### src/rtl/core/emac_pkg.sv
// Package for the elementwise modular ALU: command codes, register indexes,
// the per-item control bundle that travels down the cell chains.
// No dependencies.
package emac_pkg;

    localparam int VALUE_WIDTH_DEF = 60;

    typedef enum logic [2:0] {
        CMD_ADD    = 3'd0,
        CMD_SUB    = 3'd1,
        CMD_MUL    = 3'd2,
        CMD_CENTER = 3'd3,
        CMD_SWITCH = 3'd4
    } t_cmd;

    localparam logic CFG_MODULUS = 1'b0;
    localparam logic CFG_TARGET  = 1'b1;

    typedef struct packed {
        logic       valid;
        logic [2:0] cmd;
        logic       last;
        logic       use_t;
        logic       a_gt_half;
        logic       a_lsb;
        logic       q_lt_t;
        logic       zero;
    } t_ctl;

endpackage

### src/rtl/core/emac_mul_cell.sv
// One modular multiply cell: double the accumulator, add x on a set bit of y.
// Depends on emac_pkg.
module emac_mul_cell #(
    parameter int W   = emac_pkg::VALUE_WIDTH_DEF,
    parameter int IDX = 0
) (
    input  logic            i_clk,
    input  logic            i_rst_n,
    input  emac_pkg::t_ctl  i_ctl,
    input  logic [W-1:0]    i_q,
    input  logic [W-1:0]    i_x,
    input  logic [W-1:0]    i_y,
    input  logic [W-1:0]    i_acc,
    input  logic [W-1:0]    i_res,
    output emac_pkg::t_ctl  o_ctl,
    output logic [W-1:0]    o_x,
    output logic [W-1:0]    o_y,
    output logic [W-1:0]    o_acc,
    output logic [W-1:0]    o_res
);
    import emac_pkg::*;

    logic [W:0]   dbl, s;
    logic [W-1:0] n_acc;
    t_ctl         r_ctl;
    logic [W-1:0] r_x, r_y, r_acc, r_res;

    // double mod q, then add x mod q where this bit of y is set
    always_comb begin
        dbl = {i_acc, 1'b0};
        if (dbl >= {1'b0, i_q}) begin
            dbl = dbl - {1'b0, i_q};
        end
        s = {1'b0, dbl[W-1:0]} + {1'b0, i_x};
        if (s >= {1'b0, i_q}) begin
            s = s - {1'b0, i_q};
        end
        n_acc = i_y[IDX] ? s[W-1:0] : dbl[W-1:0];
    end

    always_ff @(posedge i_clk) begin
        if (!i_rst_n) begin
            r_ctl <= '0;
        end else begin
            r_ctl <= i_ctl;
        end
    end

    always_ff @(posedge i_clk) begin
        r_x   <= i_x;
        r_y   <= i_y;
        r_acc <= n_acc;
        r_res <= i_res;
    end

    assign o_ctl = r_ctl;
    assign o_x   = r_x;
    assign o_y   = r_y;
    assign o_acc = r_acc;
    assign o_res = r_res;

endmodule
### config.mk
export PLATFORM = sky130hd
export DESIGN_NAME = emac_mul_cell
export DESIGN_NICKNAME = d
export VERILOG_FILES = /design/src/rtl/core/emac_pkg.sv /design/src/rtl/core/emac_mul_cell.sv
export SDC_FILE = /design/constraint.sdc
export NUM_CORES = 1
export LEC_CHECK = 0
export BUFFER_PORTS_ARGS = -buffer_cell sky130_fd_sc_hd__buf_2
export CAP_MARGIN = 20
export CORE_AREA = 10 10 212 214
export CTS_CLUSTER_SIZE = 12
export DETAILED_ROUTE_END_ITERATION = 8
export DIE_AREA = 0 0 222 224
export GPL_ROUTABILITY_DRIVEN = 0
export PLACE_DENSITY_LB_ADDON = 0.08
export SLEW_MARGIN = 20
export SYNTH_ARGS = -nofsm -noshare
export SYNTH_HDL_FRONTEND = slang
export SYNTH_SLANG_ARGS = --single-unit
### constraint.sdc
create_clock -name i_clk -period 24.3 [get_ports i_clk]
set_input_delay 2.43 -clock i_clk [delete_from_list [all_inputs] [get_ports i_clk]]
set_output_delay 2.43 -clock i_clk [all_outputs]
set_load 0.01 [all_outputs]
==> metrics.txt <==
gr usage total=30.7%; register share of total power=19.5%; Main synth FF type=dfxtp_1; Logic pwr share=63.0%; Overall Power=2.60 mW; final setup TNS=0 ns; layout cell share with drive strength beyond 1=25.5%; first-pass GRT wire length=120 mm; antenna violations before repair=8; number of synthesized flops with an enable pin=0; Final setup viols=0; Final #Nets=3,241; final wirelength=81.5 mm; Cell variety after synth=83; Root Buffer=clkbuf_16; FP Rows=74; H-tree level count=1; crit path max fanout=59; worst path required time=24.76 ns; via/cell ratio=5.98; # clock sinks=250; Netlist Area Pre-Place=18,000 µm²; Switching Share=46.6%; post-CTS resize count=0; die width=222 µm; syn nets=2,743; Yosys reg bits=250; P_int=1.39 mW; vias in the first global route=19.2k; hold-critical path depth=1; global route hottest layer=met2; met1 usage=38.2%; unrepaired setup endpoints after global routing=no; worst slew pin tran=1.07 ns; DRC=1; CP arrival=13.81 ns; met2 Resource Use GR=51.0%; outcome=finished with violations; Max-Cap Viols=0; Min-Delay Endpoint=o_y[49]; delay-heaviest family, CP=simple AND/OR/NAND/NOR gates; register area share after synthesis=27.7%; Final Hold Violating Endpoints=0; most frequent cells in the layout=561 x buf_2, 250 x dfxtp_1, 240 x nand2_1; Slowest Stage Delay on Critical Path=0.91 ns; Hold Startpoint=i_y[49]; Crit path buffers/inverters=5; Num CTS Buffers=28; met3 Resource Use GR=6.29%; Max Fclk=0.0749 GHz; Worst Setup Start Kind=input pin; fraction of registers with async set or reset after synthesis=0%; fin crit share=55.0%; min-delay worst type=in -> reg; Ys Warns=0; post-CTS setup buffer count=0; GR Overflow Total=0; Pleak=10.4 nW; Top Ports=562; Final Critical Period=13.35 ns; VDD IR-drop max=88.0 µV; Core Area=40,600 µm²; Pwr Density=117 nW/µm²; Clock Tree Buf Depth=3; CP Capture Type=register; Area Overhead vs Synth=22.6%; die area=49,700 µm²; final antenna-violating net count=0; WL per Instance=24.7 µm; CTS clk-pin slew, worst paths=0.07 ns; Initial Utilization=44.5%; hold buffers post-CTS=0; commonest non-fill, non-tap cell in the layout=buf_2; P_sw=1.21 mW; drt pass-1 iters=8; post-synthesis instance total=2,247; TritonCTS clock tree=built; failing checks=DRC; DRT iter0 DRCs=2,132; die height=224 µm; input/output buffers=561; syn avg cell area=8.03 µm²; Detail Placement HPWL=68.8 mm; via count=19.7k; critical path class=in -> reg; Max Transition Viols Final=0; largest net degree at the start of global routing=60; Clk pwr share=17.5%; Worst path slowest cell=o311ai_0; Max-Slew Margin vs Limit=28.1%
flip-flops by register name, summed over array words and instances, names as in the netlist:
signal	count
o_acc	60
o_ctl	10
o_y	60
o_x	60
o_res	60
final cells by class:
cell class | instances | area, µm²
Multi-Input combinational cell | 1780 | 12200
Sequential cell | 250 | 5000
Tap cell | 532 | 666
Timing Repair Buffer | 566 | 2850
Clock inverter | 9 | 203
Clock buffer | 37 | 785
Antenna cell | 2 | 5.00
Fill cell | 3963 | 18400
Inverter | 119 | 447
cells by family after synthesis:
logic type	after synthesis	synth area share, %
simple gates	660	17.4
flops	250	27.7
mux	71	4.41
compound gates	708	25.0
fa+ha+maj	184	12.9
xor+xnor	157	7.62
buf+inv	217	4.93
power groups by stage:
stage / clock network (mW) / registers [mW] / logic (mW)
finish: 0.455 / 0.506 / 1.64
detailed placement: 0 / 0.514 / 1.59
CTS: 0.465 / 0.507 / 1.60
global route: 0.481 / 0.512 / 1.76
global placement: 0 / 0.515 / 1.58
floorplan: 0 / 0.546 / 1.09
cells in the mapped netlist, types with 5 or more instances:
cell type / count / area share, %
a211oi_1: 19 / 0.79
ha_1: 181 / 13
nor4_1: 14 / 0.49
o21a_1: 19 / 0.79
nor3b_1: 5 / 0.21
o21bai_1: 29 / 1.2
mux2_2: 66 / 4.1
inv_1: 119 / 2.5
nand3_1: 52 / 1.4
nor2b_1: 19 / 0.66
a31oi_1: 47 / 1.6
a221o_1: 8 / 0.44
a21boi_0: 9 / 0.37
and2_1: 29 / 1.0
a32oi_1: 6 / 0.29
a311oi_1: 7 / 0.34
a2111oi_0: 9 / 0.44
a41oi_1: 9 / 0.44
or3_1: 11 / 0.38
nand2b_1: 19 / 0.66
o211ai_1: 23 / 0.96
xnor2_1: 93 / 4.5
dfxtp_1: 250 / 28
nor2_1: 131 / 2.7
a21o_1: 52 / 2.2
a211o_1: 5 / 0.24
o21ai_0: 149 / 4.1
nand2_1: 241 / 5.0
clkbuf_1: 75 / 1.6
nand4_1: 51 / 1.8
a21oi_1: 235 / 6.5
o41ai_1: 9 / 0.44
buf_2: 11 / 0.31
xor2_1: 64 / 3.1
o31ai_1: 12 / 0.50
or2_2: 9 / 0.31
nor3_1: 37 / 1.0
and3_1: 22 / 0.76
stage by stage:
stage                     std cells  utilization (%)  area [µm²]  setup slack, ns  hold WS [ns]
after floorplan                2247                -       18000            14.18          2.46
after global placement         3247             52.1       21100            10.69          2.53
after detailed placement       3247             52.1       21100            10.68          2.53
after CTS                      3293             54.5       22100            11.25          1.93
after global routing           3295             54.5       22100            10.61          1.93
final                          3295             54.5       22100            10.95          1.95
how the worst max path moves through the flow:
stage	startpoint	end	slack, ns	cells after the start
detailed placement	i_q[3]	o_acc[25]	10.68	33
finish	i_q[3]	o_acc[25]	10.95	33
global route	i_q[4]	o_acc[25]	10.61	33
global placement	i_q[3]	o_acc[29]	10.69	33
floorplan	i_q[38]	o_acc[11]	14.18	36
CTS	i_q[3]	o_acc[25]	11.25	33
metal layers:
metal,vias to the layer above,part of all wire [%]
met5,-,0.021
met4,4,4.6
met3,218,8.6
met2,1108,47
met1,9206,40
li1,9153,-
Note: power is estimated with default switching activity, not from simulation.
