===== config.mk =====
export PLATFORM = sky130hd
export DESIGN_NAME = emac_rem_cell
export DESIGN_NICKNAME = d
export VERILOG_FILES = /design/src/rtl/core/emac_pkg.sv /design/src/rtl/core/emac_rem_cell.sv
export SDC_FILE = /design/constraint.sdc
export NUM_CORES = 1
export LEC_CHECK = 0
export BUFFER_PORTS_ARGS = -buffer_cell sky130_fd_sc_hd__buf_4
export CAP_MARGIN = 5
export CORE_AREA = 2 2 241 243
export CTS_CLUSTER_DIAMETER = 40
export DETAILED_ROUTE_END_ITERATION = 10
export DIE_AREA = 0 0 243 245
export GPL_TIMING_DRIVEN = 1
export PLACE_DENSITY = 0.49
export SYNTH_ARGS = -nofsm -noshare
export SYNTH_HDL_FRONTEND = slang
export SYNTH_SLANG_ARGS = --single-unit

===== constraint.sdc =====
create_clock -name i_clk -period 4.45 [get_ports i_clk]
set_clock_uncertainty 0.15 [all_clocks]
set_input_delay 0 -clock i_clk [delete_from_list [all_inputs] [get_ports i_clk]]
set_output_delay 0 -clock i_clk [all_outputs]
set_load 0.05 [all_outputs]

===== src/rtl/core/emac_pkg.sv =====
// Package for the elementwise modular ALU: command codes, register indexes,
// the per-item control bundle that travels down the cell chains.
// No dependencies.
package emac_pkg;

    localparam int VALUE_WIDTH_DEF = 60;

    typedef enum logic [2:0] {
        CMD_ADD    = 3'd0,
        CMD_SUB    = 3'd1,
        CMD_MUL    = 3'd2,
        CMD_CENTER = 3'd3,
        CMD_SWITCH = 3'd4
    } t_cmd;

    localparam logic CFG_MODULUS = 1'b0;
    localparam logic CFG_TARGET  = 1'b1;

    typedef struct packed {
        logic       valid;
        logic [2:0] cmd;
        logic       last;
        logic       use_t;
        logic       a_gt_half;
        logic       a_lsb;
        logic       q_lt_t;
        logic       zero;
    } t_ctl;

endpackage


===== src/rtl/core/emac_rem_cell.sv =====
// One remainder cell: takes one dividend bit into two running remainders.
// Depends on emac_pkg.
module emac_rem_cell #(
    parameter int W   = emac_pkg::VALUE_WIDTH_DEF,
    parameter int IDX = 0
) (
    input  logic            i_clk,
    input  logic            i_rst_n,
    input  emac_pkg::t_ctl  i_ctl,
    input  logic [W-1:0]    i_q,
    input  logic [W-1:0]    i_t,
    input  logic [W-1:0]    i_a,
    input  logic [W-1:0]    i_b,
    input  logic [W-1:0]    i_ra,
    input  logic [W-1:0]    i_rb,
    output emac_pkg::t_ctl  o_ctl,
    output logic [W-1:0]    o_a,
    output logic [W-1:0]    o_b,
    output logic [W-1:0]    o_ra,
    output logic [W-1:0]    o_rb
);
    import emac_pkg::*;

    logic [W-1:0] m;
    logic [W:0]   sa, sb;
    logic [W-1:0] n_ra, n_rb;
    t_ctl         r_ctl;
    logic [W-1:0] r_a, r_b, r_ra, r_rb;

    // shift in the next bit and subtract the modulus once
    always_comb begin
        m = i_ctl.use_t ? i_t : i_q;
        sa = {i_ra, i_a[IDX]};
        sb = {i_rb, i_b[IDX]};
        if (sa >= {1'b0, m}) begin
            sa = sa - {1'b0, m};
        end
        if (sb >= {1'b0, m}) begin
            sb = sb - {1'b0, m};
        end
        n_ra = sa[W-1:0];
        n_rb = sb[W-1:0];
    end

    always_ff @(posedge i_clk) begin
        if (!i_rst_n) begin
            r_ctl <= '0;
        end else begin
            r_ctl <= i_ctl;
        end
    end

    always_ff @(posedge i_clk) begin
        r_a  <= i_a;
        r_b  <= i_b;
        r_ra <= n_ra;
        r_rb <= n_rb;
    end

    assign o_ctl = r_ctl;
    assign o_a   = r_a;
    assign o_b   = r_b;
    assign o_ra  = r_ra;
    assign o_rb  = r_rb;

endmodule


==> results.sh, run 1 <==
export IMPL_status="completed"
export IMPL_power_internal_mw=7.00
export IMPL_design_area_mm2=0.0259
export IMPL_synth_edff_count=0
export IMPL_root_buffer="clkbuf_16"
export IMPL_final_setup_tns_ns=0
export IMPL_async_reset_ff_frac=0
export IMPL_p_per_area_mw_per_mm2=437
export IMPL_min_delay_path_depth=4
export IMPL_swShare=0.382
export IMPL_place_area_mm2=0.0200
export IMPL_grt_ovfl_total=0
export IMPL_syn_instance_count=1684
export IMPL_hp_class="input pin to flop"
export IMPL_initial_core_util=0.253
export IMPL_core_area_mm2=0.0570
export IMPL_ir_drop_uv=326
export IMPL_dp_hpwl_um=62000
export IMPL_crit_fanout=26
export IMPL_synth_net_count=2188
export IMPL_gp_congestion=0.946
export IMPL_cp_end_kind="flop"
export IMPL_via_count=16871
export IMPL_cts_setup_buffers=0
export IMPL_rsz0062_at_grt="no"
export IMPL_grt_pass1_vias=17138
export IMPL_h_tree_depth=2
export IMPL_setup_viol=0
export IMPL_num_rows=88
export IMPL_finish_utilization=0.454
export IMPL_crit_type="input pin to flop"
export IMPL_wl_per_cell_um=21.8
export IMPL_grt_use_total=0.248
export IMPL_grt_pass1_wl_um=111000
export IMPL_ant_nets=0
export IMPL_cts_buffer_depth=3
export IMPL_cts_buffers=48
export IMPL_required_ns=4.75
export IMPL_ys_flop_type="dfxtp_1"
export IMPL_die_h_um=245
export IMPL_drtIter0Drc=913
export IMPL_yosys_warnings=0
export IMPL_finalMaxSlewViolations=0
export IMPL_area_growth_syn_to_layout_pct=79.9
export IMPL_period_share=0.958
export IMPL_post_drt_via_cell_ratio=4.78
export IMPL_power_frac_seq=0.240
export IMPL_p_leak_nw=11.9
export IMPL_clk_pin_slew_worst_paths_ns=0.05
export IMPL_pwr_share_comb=0.401
export IMPL_io_pins=622
export IMPL_crit_path_start_kind="input pin"
export IMPL_synth_distinct_cells=71
export IMPL_cap_violations=0
export IMPL_p_switching_mw=4.32
export IMPL_hold_viol_final=0
export IMPL_numPortBuffers=621
export IMPL_clkSinkCount=250
export IMPL_drt_first_pass_iters=5
export IMPL_synth_area_mm2=0.0144
export IMPL_maxSlewHeadroom=0.401
export IMPL_nets=3228
export IMPL_tightestPinTransition_ns=0.887
export IMPL_antenna_found_initial=6
export IMPL_fmax_ghz=0.235
export IMPL_worst_ep_arrival_time_ns=4.57
export IMPL_drc=0
export IMPL_power_frac_clock=0.359
export IMPL_timing_hold_ws_ns=0.0464
export IMPL_synth_seq_area_share=0.347
export IMPL_period_needed_ns=4.26
export IMPL_syn_area_per_cell_um2=8.55
export IMPL_layout_drive_gt1_share=0.286
export IMPL_cts_tree="done"
export IMPL_grt_start_max_net_pins=64
export IMPL_routed_wl_um=77000
export IMPL_yosys_register_bits=250
export IMPL_die_width_um=243
export IMPL_die_area_mm2=0.0595
[stage by stage]
stage / worst slack (ns) / std cells / power, mW
after floorplan: 0.637 / 1684 / 5.39
after global placement: 0.0915 / 3031 / 6.92
after detailed placement: 0.0215 / 3031 / 6.91
after CTS: 0.0831 / 3528 / 11.4
after global routing: 0.0524 / 3531 / 11.8
final: 0.188 / 3533 / 11.3
[power groups by stage]
| stage | registers [mW] | clock network [mW] | logic [mW] |
|---|---|---|---|
| floorplan | 3.96 | 0 | 1.43 |
| global placement | 2.75 | 0 | 4.16 |
| detailed placement | 2.75 | 0 | 4.16 |
| CTS | 2.71 | 4.13 | 4.53 |
| global route | 2.74 | 4.24 | 4.79 |
| finish | 2.71 | 4.06 | 4.54 |
[layout make-up]
cell class / instances / area (um2)
fill: 5523 / 31100
antenna: 5 / 12.5
timing repair buffer: 1062 / 9040
multi-input combinational: 1321 / 8940
inverter: 41 / 154
sequential: 250 / 5000
clock inverter: 35 / 529
tap: 765 / 957
clock buffer: 54 / 1270
[critical path: stages]
cell and delay (ns):
buf_4 0.21, buf_12 0.24, buf_12 0.19, mux2i_1 0.65
ha_1 0.43, and3_1 0.26, a21o_1 0.17, a21oi_1 0.18
o31a_1 0.14, o31ai_1 0.11, o32a_1 0.42, a211o_4 0.37
buf_4 0.23, mux2_4 0.32, dlygate4sd3_1 0.56
[cells by family (layout without fill, tap and decap cells)]
logic type	count (synthesis)	after routing	share of synthesized area
AOI/OAI and AO/OA	545	545	0.234
xor gates and xnor gates	109	109	0.0663
adders and majority gates	132	132	0.116
buffers and inverters	113	1192	0.0347
DFF	250	250	0.347
muxes	72	72	0.0532
other	0	5	0
and+or+nand+nor	463	463	0.148
[registers in the layout (all words and copies together), names as in the netlist]
| signal | flops |
|---|---|
| o_ctl | 10 |
| o_a | 60 |
| o_ra | 60 |
| o_rb | 60 |
| o_b | 60 |
[synthesized netlist by cell type, drive strengths merged (4+ instances only)]
cell / number / area, um2
dfxtp: 250 / 5000
nor2: 122 / 458
clkbuf: 43 / 161
a21oi: 205 / 1110
xnor2: 65 / 569
nor2b: 12 / 75.1
nand2: 170 / 638
a31oi: 13 / 96.3
o211ai: 8 / 60.1
and3: 10 / 62.6
nor4: 14 / 87.6
mux2: 13 / 176
nand3: 24 / 120
inv: 41 / 154
a211o: 5 / 43.8
a21o: 52 / 390
or3: 5 / 31.3
a21boi: 8 / 60.1
ha: 130 / 1630
xor2: 44 / 385
o221ai: 4 / 35.0
a211oi: 13 / 97.6
nand4: 41 / 257
o21a: 15 / 113
o21bai: 29 / 218
mux2i: 59 / 591
buf: 29 / 184
o21ai: 144 / 721
nor3: 23 / 120
nand2b: 10 / 62.6
and2: 19 / 119
o31ai: 13 / 97.6
a41oi: 6 / 52.6
[cell usage in the layout (no fill, tap or decap), types with 44 or more instances in the layout]
cell type | netlist | layout
dlygate4sd3_1 | 0 | 408
a21o_1 | 52 | 52
clkbuf_16 | 0 | 48
xor2_1 | 44 | 44
ha_1 | 130 | 130
mux2i_1 | 59 | 56
buf_4 | 1 | 650
o21ai_0 | 134 | 134
xnor2_1 | 65 | 65
nor2_1 | 122 | 122
nand2_1 | 170 | 170
dfxtp_1 | 250 | 250
a21oi_1 | 184 | 184
[final timing paths]
kind  startpoint       end
max     i_ctl[4]  o_ra[49]
min     i_rb[13]  o_rb[14]
[layer usage]
layer  vias to the layer above  GRT usage  part of all wire
met2                       586      0.462              0.52
li1                       8179          -                 -
met5                         -          0           0.00017
met3                       119     0.0410             0.049
met1                      7985      0.289              0.41
met4                         2     0.0715             0.027
[what timing repair did]
action | 4_1_cts | 5_1_grt
endpoints found under the setup margin | 0 | 11
gates resized for setup | 0 | 5
hold buffers | 408 | 0
endpoints found under the hold margin | 250 | 0
(Power assumes the default switching activity.)
==> run 2: changes to the inputs <==
--- a/config.mk
+++ b/config.mk
@@ -5,14 +5,15 @@
 export SDC_FILE = /design/constraint.sdc
 export NUM_CORES = 1
 export LEC_CHECK = 0
+export ABC_AREA = 1
 export BUFFER_PORTS_ARGS = -buffer_cell sky130_fd_sc_hd__buf_4
 export CAP_MARGIN = 5
-export CORE_AREA = 2 2 241 243
+export CORE_AREA = 2 2 244 246
 export CTS_CLUSTER_DIAMETER = 40
 export DETAILED_ROUTE_END_ITERATION = 10
-export DIE_AREA = 0 0 243 245
+export DIE_AREA = 0 0 246 248
 export GPL_TIMING_DRIVEN = 1
-export PLACE_DENSITY = 0.49
+export PLACE_DENSITY = 0.56
 export SYNTH_ARGS = -nofsm -noshare
 export SYNTH_HDL_FRONTEND = slang
 export SYNTH_SLANG_ARGS = --single-unit
==> run 2 against run 1 <==
  * Critical path depth increased by 5
  * Wire length rose by 46%
  * Maximum frequency up 8.9%
  * Sequential share of layout area fell by 2.6 points
  * Global-route usage grew 11 points
  * Synthesized cell count up 86%
  * Non-clock buffer count fell by 21
  * Highest routed layer unchanged
  * Utilization up 5.8 points
  * Critical endpoint is now o_rb[1]
  * Critical path type unchanged
==> results.sh, run 2 <==
export IMPL_status="completed"
export IMPL_async_reset_ff_frac=0
export IMPL_synth_xor_area_frac=0.0271
export IMPL_cp_top_family="buffers and inverters"
export IMPL_synthTopCellsByArea="dfxtp_1 (27%), nand2_1 (25%), inv_1 (12%)"
export IMPL_dp_hpwl_um=94200
export IMPL_grt_use_total=0.357
export IMPL_drc=0
export IMPL_power_internal_mw=6.64
export IMPL_h_tree_depth=2
export IMPL_synth_distinct_cells=40
export IMPL_final_common_cell="nand2_1"
export IMPL_antenna_found_initial=11
export IMPL_grt_pass1_wl_um=157000
export IMPL_root_buffer="clkbuf_16"
export IMPL_die_width_um=246
export IMPL_maxSlewHeadroom=0.465
export IMPL_ys_flop_type="dfxtp_1"
export IMPL_required_ns=4.83
export IMPL_cts_resized_gates=0
export IMPL_numPortBuffers=621
export IMPL_cts_buffer_depth=3
export IMPL_yosysMostFrequentCell="nand2_1"
export IMPL_p_per_area_mw_per_mm2=382
export IMPL_grt_ovfl_total=0
export IMPL_hp_class="input pin to flop"
export IMPL_slowest_delay_ns=0.64
export IMPL_synth_simple_area_share=0.419
export IMPL_nets=4692
export IMPL_final_setup_tns_ns=0
export IMPL_layout_drive_gt1_share=0.191
export IMPL_period_share=0.879
export IMPL_finalMaxSlewViolations=0
export IMPL_routed_wl_um=112000
export IMPL_crit_path_top_delay_cell="dlygate4sd3_1"
export IMPL_power_frac_clock=0.337
export IMPL_cap_violations=0
export IMPL_num_rows=89
export IMPL_min_delay_path_depth=4
export IMPL_synth_net_count=3643
export IMPL_ir_drop_uv=279
export IMPL_drtIter0Drc=1774
export IMPL_gp_congestion=1.01
export IMPL_crit_path_start_kind="input pin"
export IMPL_cp_num_buf_inv=6
export IMPL_die_h_um=248
export IMPL_syn_instance_count=3139
export IMPL_grt_pass1_vias=23029
export IMPL_wl_per_cell_um=22.5
export IMPL_post_drt_via_cell_ratio=4.70
export IMPL_worst_ep_arrival_time_ns=4.29
export IMPL_cts_hold_buffers=384
export IMPL_yosys_warnings=0
export IMPL_clkSinkCount=250
export IMPL_synth_seq_area_share=0.267
export IMPL_fmax_ghz=0.256
export IMPL_hold_end="o_rb[48]"
export IMPL_area_growth_syn_to_layout_pct=60.0
export IMPL_cts_setup_buffers=0
export IMPL_setup_viol=0
export IMPL_final_cell_mix="nand2_1 (1,267), buf_4 (653), inv_1 (601)"
export IMPL_critPathMostFrequentCell="nand2_1"
export IMPL_swShare=0.420
export IMPL_rsz0062_at_grt="no"
export IMPL_hold_viol_final=0
export IMPL_synth_top_family_by_area="simple AND/OR/NAND/NOR gates"
export IMPL_yosysTopAreaCell="dfxtp_1"
export IMPL_initial_core_util=0.320
export IMPL_synthMuxAreaShare=0.0321
export IMPL_cp_startpoint="i_q[0]"
export IMPL_ant_nets=0
export IMPL_crit_fanout=16
export IMPL_cts_buffers=50
export IMPL_synth_compound_area_frac=0.0281
export IMPL_p_switching_mw=4.81
export IMPL_synth_area_mm2=0.0187
export IMPL_drt_first_pass_iters=6
export IMPL_cp_end_kind="flop"
export IMPL_synth_edff_count=0
export IMPL_die_area_mm2=0.0610
export IMPL_io_pins=622
export IMPL_critical_path_cell_chain="dlygate4sd3_1 -> buf_4 -> mux2_2 -> dlygate4sd3_1 -> ha_1 -> inv_1 -> nand3_1 -> nand2_2 -> nand2_1 -> nand2_1 -> nand2_1 -> nand2_1 -> nand2_1 -> nand2_1 -> nand2_1 -> nand3_2 -> buf_4 -> nand2_1 -> nand2_1 -> dlygate4sd3_1"
export IMPL_ys_top_cells_by_count="nand2_1 (1,267), inv_1 (601), nand3_1 (272), dfxtp_1 (250), nor2_1 (200)"
export IMPL_synth_adder_area_share=0.0890
export IMPL_timing_hold_ws_ns=0.0265
export IMPL_core_area_mm2=0.0585
export IMPL_p_leak_nw=17.0
export IMPL_tightestPinTransition_ns=0.781
export IMPL_pwr_share_comb=0.423
export IMPL_yosys_register_bits=250
export IMPL_hold_start="i_rb[47]"
export IMPL_clk_pin_slew_worst_paths_ns=0.05
export IMPL_grt_start_max_net_pins=60
export IMPL_cts_tree="done"
export IMPL_via_count=23505
export IMPL_yosysTopAreaCellShare=0.267
export IMPL_power_frac_seq=0.240
export IMPL_syn_area_per_cell_um2=5.97
export IMPL_crit_type="input pin to flop"
export IMPL_period_needed_ns=3.91
run 2: changes by cell type in the layout (fill, tap and decap cells not counted), moves of 20 or more:
cell / previous run / this run
nand3_2: 0 / 24
o21bai_1: 29 / 3
a21o_1: 52 / 2
a21oi_2: 20 / 0
xnor2_1: 65 / 4
dlygate4sd3_1: 408 / 384
a21oi_1: 184 / 76
o21ai_0: 134 / 13
nor2_1: 122 / 199
nand3_1: 24 / 272
inv_1: 41 / 601
nand2_1: 170 / 1267
run 2: cells by family (layout without fill, tap and decap cells):
logic type	count (synthesis)	after routing
XOR/XNOR	58	58
multiplexers	60	60
other	0	8
AND/OR/NAND/NOR	1877	1877
buffers and inverters	661	1744
flip-flops	250	250
AO/OA/AOI/OAI	101	101
adder cells (fa/ha/maj)	132	132
run 2: worst max path at each step:
stage          cells past startpoint  slack [ns]       end
2_1_floorplan                     17        1.67  o_ra[27]
4_1_cts                           14        0.58   o_ra[2]
3_5_place_dp                      13        0.50  o_ra[13]
6_report                          20        0.54   o_rb[1]
3_3_place_gp                      13        0.58   o_ra[0]
5_1_grt                           20        0.38   o_rb[1]
run 2: power groups by stage:
stage                     clock [mW]  combinational [mW]  sequential (mW)
after floorplan                    0                1.65             3.87
after global placement             0                4.52             2.80
after detailed placement           0                4.50             2.78
after CTS                       3.89                4.80             2.75
after global routing            3.99                5.15             2.77
final                           3.86                4.84             2.75
run 2: final cells by class:
class	instances	area [um2]
fillers	5918	28500
multi-input cells	2228	11200
repair buffers	1041	8830
flip-flops and latches	250	5000
inverters	617	2320
clock buffers	60	1330
well taps	773	967
clock inverters	26	350
diodes	8	20.0
run 2: routing by layer:
layer  up-vias  wire [um]  GRT usage
met5         -         13          0
li1      11676          -          -
met3       234       7950     0.0633
met2      1001      52400      0.604
met4         2       7330      0.210
met1     10592      44800      0.424
run 2: stage by stage:
step / instance area [um2] / cells / setup WS (ns) / utilization / power [mW]
2_1_floorplan: 18700 / 3139 / 1.67 / - / 5.52
3_3_place_gp: 24400 / 4525 / 0.580 / 0.418 / 7.32
3_5_place_dp: 24400 / 4525 / 0.501 / 0.418 / 7.29
4_1_cts: 30000 / 4995 / 0.582 / 0.512 / 11.4
5_1_grt: 30000 / 5002 / 0.384 / 0.513 / 11.9
6_report: 30000 / 5003 / 0.538 / 0.513 / 11.5
